$ cat src/rtl/core/icrp_pkg.sv
// Shared constants, codes and controller/datapath interface types for the convolution block.
package icrp_pkg;

    localparam int DEF_MAX_WIDTH      = 1024;
    localparam int DEF_MAX_KERNEL     = 7;
    localparam int DEF_COEF_FRAC_BITS = 8;
    localparam int HEIGHT_LIMIT       = 1024;
    localparam int PIX_MAX            = 255;
    localparam int MAX_RESULTS        = 4;

    localparam logic [1:0] FUNC_COEF  = 2'd0;
    localparam logic [1:0] FUNC_PIXEL = 2'd1;
    localparam logic [1:0] FUNC_DRAIN = 2'd2;

    localparam logic [1:0] CFG_WIDTH  = 2'd0;
    localparam logic [1:0] CFG_HEIGHT = 2'd1;
    localparam logic [1:0] CFG_RADIUS = 2'd2;

    typedef struct packed {
        logic take;
        logic tap_start;
        logic tap_step;
        logic out_load;
        logic col_next;
    } icrp_cmd_t;

    typedef struct packed {
        logic emits;
        logic tap_last;
        logic col_last;
        logic pipe_busy;
        logic out_free;
    } icrp_stat_t;

endpackage

$ cat src/rtl/core/icrp_ctrl.sv
// Sequencing state machine: item intake, tap sweep per result, result hand-off.
module icrp_ctrl
    import icrp_pkg::*;
(
    input  logic       clk,
    input  logic       rst_n,
    input  logic       item_valid,
    output logic       item_ready,
    input  icrp_stat_t stat,
    output icrp_cmd_t  cmd
);

    localparam logic [2:0] S_IDLE = 3'd0;
    localparam logic [2:0] S_PREP = 3'd1;
    localparam logic [2:0] S_TAP  = 3'd2;
    localparam logic [2:0] S_WAIT = 3'd3;
    localparam logic [2:0] S_OUT  = 3'd4;

    logic [2:0] state_reg;
    logic [2:0] state_next;

    always_ff @(posedge clk or negedge rst_n)
    begin
        if (!rst_n)
        begin
            state_reg <= S_IDLE;
        end
        else
        begin
            state_reg <= state_next;
        end
    end

    assign item_ready = (state_reg == S_IDLE);

    always_comb
    begin
        cmd        = '0;
        state_next = state_reg;
        unique case (state_reg)
            S_IDLE:
            begin
                if (item_valid)
                begin
                    cmd.take   = 1'b1;
                    state_next = S_PREP;
                end
            end
            S_PREP:
            begin
                if (stat.emits)
                begin
                    cmd.tap_start = 1'b1;
                    state_next    = S_TAP;
                end
                else
                begin
                    state_next = S_IDLE;
                end
            end
            S_TAP:
            begin
                cmd.tap_step = 1'b1;
                if (stat.tap_last)
                begin
                    state_next = S_WAIT;
                end
            end
            S_WAIT:
            begin
                // let the read/multiply/accumulate pipe empty
                if (!stat.pipe_busy)
                begin
                    state_next = S_OUT;
                end
            end
            S_OUT:
            begin
                if (stat.out_free)
                begin
                    cmd.out_load = 1'b1;
                    if (stat.col_last)
                    begin
                        state_next = S_IDLE;
                    end
                    else
                    begin
                        cmd.col_next  = 1'b1;
                        cmd.tap_start = 1'b1;
                        state_next    = S_TAP;
                    end
                end
            end
            default:
            begin
                state_next = S_IDLE;
            end
        endcase
    end

    a_take_prep: assert property (@(posedge clk) disable iff (!rst_n)
        cmd.take |=> (state_reg == S_PREP))
        else $error("take not followed by decode");

    a_tap_end: assert property (@(posedge clk) disable iff (!rst_n)
        (state_reg == S_TAP && stat.tap_last) |=> (state_reg == S_WAIT))
        else $error("tap sweep did not end after last tap");

    a_last_idle: assert property (@(posedge clk) disable iff (!rst_n)
        (cmd.out_load && stat.col_last) |=> item_ready)
        else $error("not ready after last result of item");

endmodule

$ cat config.mk
export PLATFORM = sky130hd
export DESIGN_NAME = icrp_ctrl
export DESIGN_NICKNAME = d
export VERILOG_FILES = /design/src/rtl/core/icrp_pkg.sv /design/src/rtl/core/icrp_ctrl.sv
export SDC_FILE = /design/constraint.sdc
export NUM_CORES = 1
export LEC_CHECK = 0
export ABC_AREA = 1
export BUFFER_PORTS_ARGS = -buffer_cell sky130_fd_sc_hd__buf_2
export CORE_AREA = 2 2 39 41
export CTS_CLUSTER_DIAMETER = 60
export DETAILED_ROUTE_END_ITERATION = 7
export DIE_AREA = 0 0 41 43
export PLACE_DENSITY = 0.52
export SLEW_MARGIN = 20
export SYNTH_ARGS = -nofsm -noshare
export SYNTH_HDL_FRONTEND = slang
export SYNTH_SLANG_ARGS = --single-unit
$ cat constraint.sdc
create_clock -name clk -period 1.44 [get_ports clk]
set_clock_uncertainty 0.2 [all_clocks]
set_input_delay 0.216 -clock clk [delete_from_list [all_inputs] [get_ports clk]]
set_output_delay 0.216 -clock clk [all_outputs]
set_load 0.02 [all_outputs]
# Word level (Yosys, flattened, before mapping)

Cells that the tools add are included.

Bits in registers: 3
Logic and storage cells: 27

Equality and inequality tests: 8
Mux-type cells: 16
Reduce and logical (&&, ||, !) cells: 2

Operators by type and width:

| kind                                          | number |
|---|---|
| one-hot mux 3 bit (5 select lines)            | 1 |
| 2-to-1 mux 3 bit                              | 4 |
| 2-to-1 mux 2 bit                              | 4 |
| != test 2 bit, second input constant          | 4 |
| == test 3 x 2 -> 1 bit, second input constant | 2 |
| 2-to-1 mux 1 bit                              | 6 |
| AND reduction 4 bit                           | 1 |
| == test 3 x 1 -> 1 bit, second input constant | 1 |
| == test 3 bit, second input constant          | 1 |
| zero test 3 bit                               | 1 |
| one-hot mux 1 bit (2 select lines)            | 1 |

# Longest topological paths before layout

Depth after elaboration: 3
Mapped depth: 7
Depth with buffers taken out: 6

# Worst setup path after synthesis

No wires, ideal clock.

Path type: register -> output
From: reg state_reg[1]
To: out cmd[0] in the netlist's numbering
Arrival: 1.078 ns
Required time: 1.024 ns
Slack: -0.054 ns
Stages on the path, launching flop included: 6
Buffers on the path: 0
Path through: dfrtp_1 nor2_2 nand2_1 nor2_2 inv_1 nor2_1

RTL lines:

| element                | line            | source |
|---|---|---|
| start, declared        | icrp_ctrl.sv:19 | `logic [2:0] state_reg;` |
| start signal, assigned | icrp_ctrl.sv:30 | `state_reg <= state_next;` |
| end, declared          | icrp_ctrl.sv:10 | `output icrp_cmd_t cmd` |

==> summary.txt <==
WL/cell = 8.631 µm
Sequential power share = 16.6%
Boundary pin count = 14
Layout area overhead = 91.12%
Total number of vias = 328
Die width = 41 µm
RePlAce Congestion = 0.6308
Cells after synthesis = 42
Gr usage total = 10.07%
RSZ-0062 raised after global routing = true
Sequential fraction of the synthesis area = 28.04%
Origin of the worst setup path = state_reg[1]
Drt pass-1 iters = 1
Final hold violation count = 0
Iter 0 DRT Violations = 0
Average instance area after synthesis = 6.375 µm²
Met2 wire length = 382 µm
YS warnings = 0
Fin. max-slew vios = 0
Min-Delay Path Class = in -> reg
First-pass GRT wire length = 1.117 mm
Fin crit share = 116.8%
Core area = 1384 µm²
Reg2reg end = state_reg[0]
Leakage power = 0.2849 nW
P per Cell Area = 2198 nW/µm²
Gr ovfl total = 0
Die Y = 43 µm
Detailed placement HPWL = 536.2 µm
Vias per cell = 3.905
Reg2reg path depth = 8
WHS = 85.90 ps
Clock share of power = 13.3%
Failing checks = setup timing
Switching share of power = 44.57%
WS Path Type = reg -> out
M1 wire length = 287 µm
Max Fclk = 594.8 MHz
Max clock buf depth = 2
Outcome = complete, but fails checks
FF-to-FF setup slack = 50 ps
Rel. slew slack = 85.29%
Setup TNS = -902.2 ps
# clock sinks = 3
Area of the die = 1763 µm²
Number of I/O port buffers = 13
Critical path startpoint category = flop
Clock transition at path regs = 40 ps
Final min period = 1681 ps
Dpl cells = 74
Max cap viols = 0
Final setup fails = 6
Layout cells sized above 1 = 64.71%
Site Rows = 14
Dpl cell area = 379.1 µm²
Final wirelength = 725 µm
Metal3 WL = 55 µm
Clock Latency Late Sink = 230 ps
CTS tree = built
Nets@finish = 77
CP required = 1020 ps
Worst Slack Setup Final = -241.2 ps
Crit Path Max Fanout = 2
Worst EP arrival = 1270 ps
Logic pwr share = 70.1%
R2R Path Start = state_reg[0]
Cell Int Power = 0.6235 mW
Top routing layer in use = met3
Distinct cells, synth = 14
Critical Path End = cmd[3]
Initial antenna violation count = 0
Antenna cell count = 0
Max reg flops = 3
Fin area = 511.7 µm²
Remaining antenna violation count = 0
Worst Tran Pin Value = 220.5 ps
Total CTS buffers = 3
Largest net degree at the start of global routing = 8
CTS root buffer = clkbuf_4
Number of global-route vias before repair = 313
Max VDD drop = 0.0006521 V
Initial core utilization = 19.35%
Yosys reg bits = 3
Post-synth net total = 50
H-tree depth = 1
Final Non-Filler Cells = 84
Min-delay src = stat[1]
FILL cells = 157
CP Capture Type = primary output
Residual DRC = 0
Mapped Area = 267.8 µm²
Psw = 0.5013 mW
-- how the worst min path moves through the flow --
stage,depth (start not counted),endpoint,slack [ps]
after floorplan,0,state_reg[0],-280
after global placement,1,state_reg[0],-180
after detailed placement,1,state_reg[0],-180
after CTS,2,state_reg[1],90
after global routing,2,state_reg[1],100
final,3,state_reg[0],90
-- metal layers --
metal | GRT usage [%] | vias up
met5 | 0 | -
met4 | 6.000 | 0
met3 | 6.283 | 0
met2 | 16.25 | 13
met1 | 8.766 | 140
li1 | - | 175
-- layout make-up --
cell class	instances	area, µm²	area share (%)
well taps	16	20.02	3.912
clock buffers	4	26.28	5.134
multi-input cells	28	171.4	33.50
repair buffers	23	180.2	35.21
inverters	10	37.54	7.335
flip-flops and latches	3	76.32	14.91
-- power groups by stage --
stage          clock network (mW)  logic, mW  registers [mW]
6_report                    0.149      0.788           0.187
3_3_place_gp                    0      0.592           0.172
5_1_grt                     0.179      0.863           0.195
3_5_place_dp                    0      0.591           0.176
2_1_floorplan                   0      0.412           0.170
4_1_cts                     0.159      0.757           0.185
-- repair_timing --
item                       CTS  global route
setup endpoints to repair    6             6
resized for setup           16             6
hold buffers                 1             0
hold endpoints to repair     3             0
pin swaps                    4             2
setup buffers                4             1
-- metrics by stage --
stage / worst slack (ps) / util, % / total power, mW
floorplan: -1.187 / - / 0.5820
global placement: 24.09 / 27.40 / 0.7643
detailed placement: -21.07 / 27.40 / 0.7672
CTS: -237.0 / 34.99 / 1.101
global route: -328.2 / 36.98 / 1.237
finish: -241.2 / 36.98 / 1.125
-- critical path, cell delays in order (launching register included) --
cell and delay, ps:
dfrtp_1 380, nor2_2 140, nand2_2 80, nor2_2 120, inv_2 60, o21ai_2 120, buf_6 130
-- cell usage in the layout, fill, tap and decap left out --
cell type	synthesis	final
buf_4	0	9
nand2_1	9	7
buf_2	0	7
inv_1	9	6
buf_6	1	6
nor2_2	4	5
inv_2	1	4
nand2_2	1	3
nor2_1	6	3
clkbuf_4	0	3
nor2_4	0	2
nand3_1	2	2
dfrtp_1	3	2
o21ai_2	1	1
nor3_2	0	1
nand4_1	1	1
nand3_2	1	1
o21bai_2	1	1
nor3_1	2	1
clkbuf_1	0	1
dlygate4sd3_1	0	1
dfrtp_2	0	1
-- cells in the mapped netlist --
master	count	share of area (%)
inv_1	9	13
nand2_1	9	13
nor2_1	6	8.4
nor2_2	4	9.3
dfrtp_1	3	28
nand3_1	2	3.7
nor3_1	2	3.7
buf_6	1	4.2
inv_2	1	1.4
nand2_2	1	2.3
nand3_2	1	3.7
nand4_1	1	2.3
o21ai_2	1	3.3
o21bai_2	1	4.2
-- cells by family (layout without fill, tap and decap cells) --
| kind of cell | Yosys count | in the layout | synth area share [%] |
|---|---|---|---|
| AO/OA/AOI/OAI | 2 | 2 | 7.477 |
| flip-flops | 3 | 3 | 28.04 |
| buffers and inverters | 11 | 37 | 18.22 |
| AND/OR/NAND/NOR | 26 | 26 | 46.26 |
No activity file was read; power rests on OpenSTA's default activity.
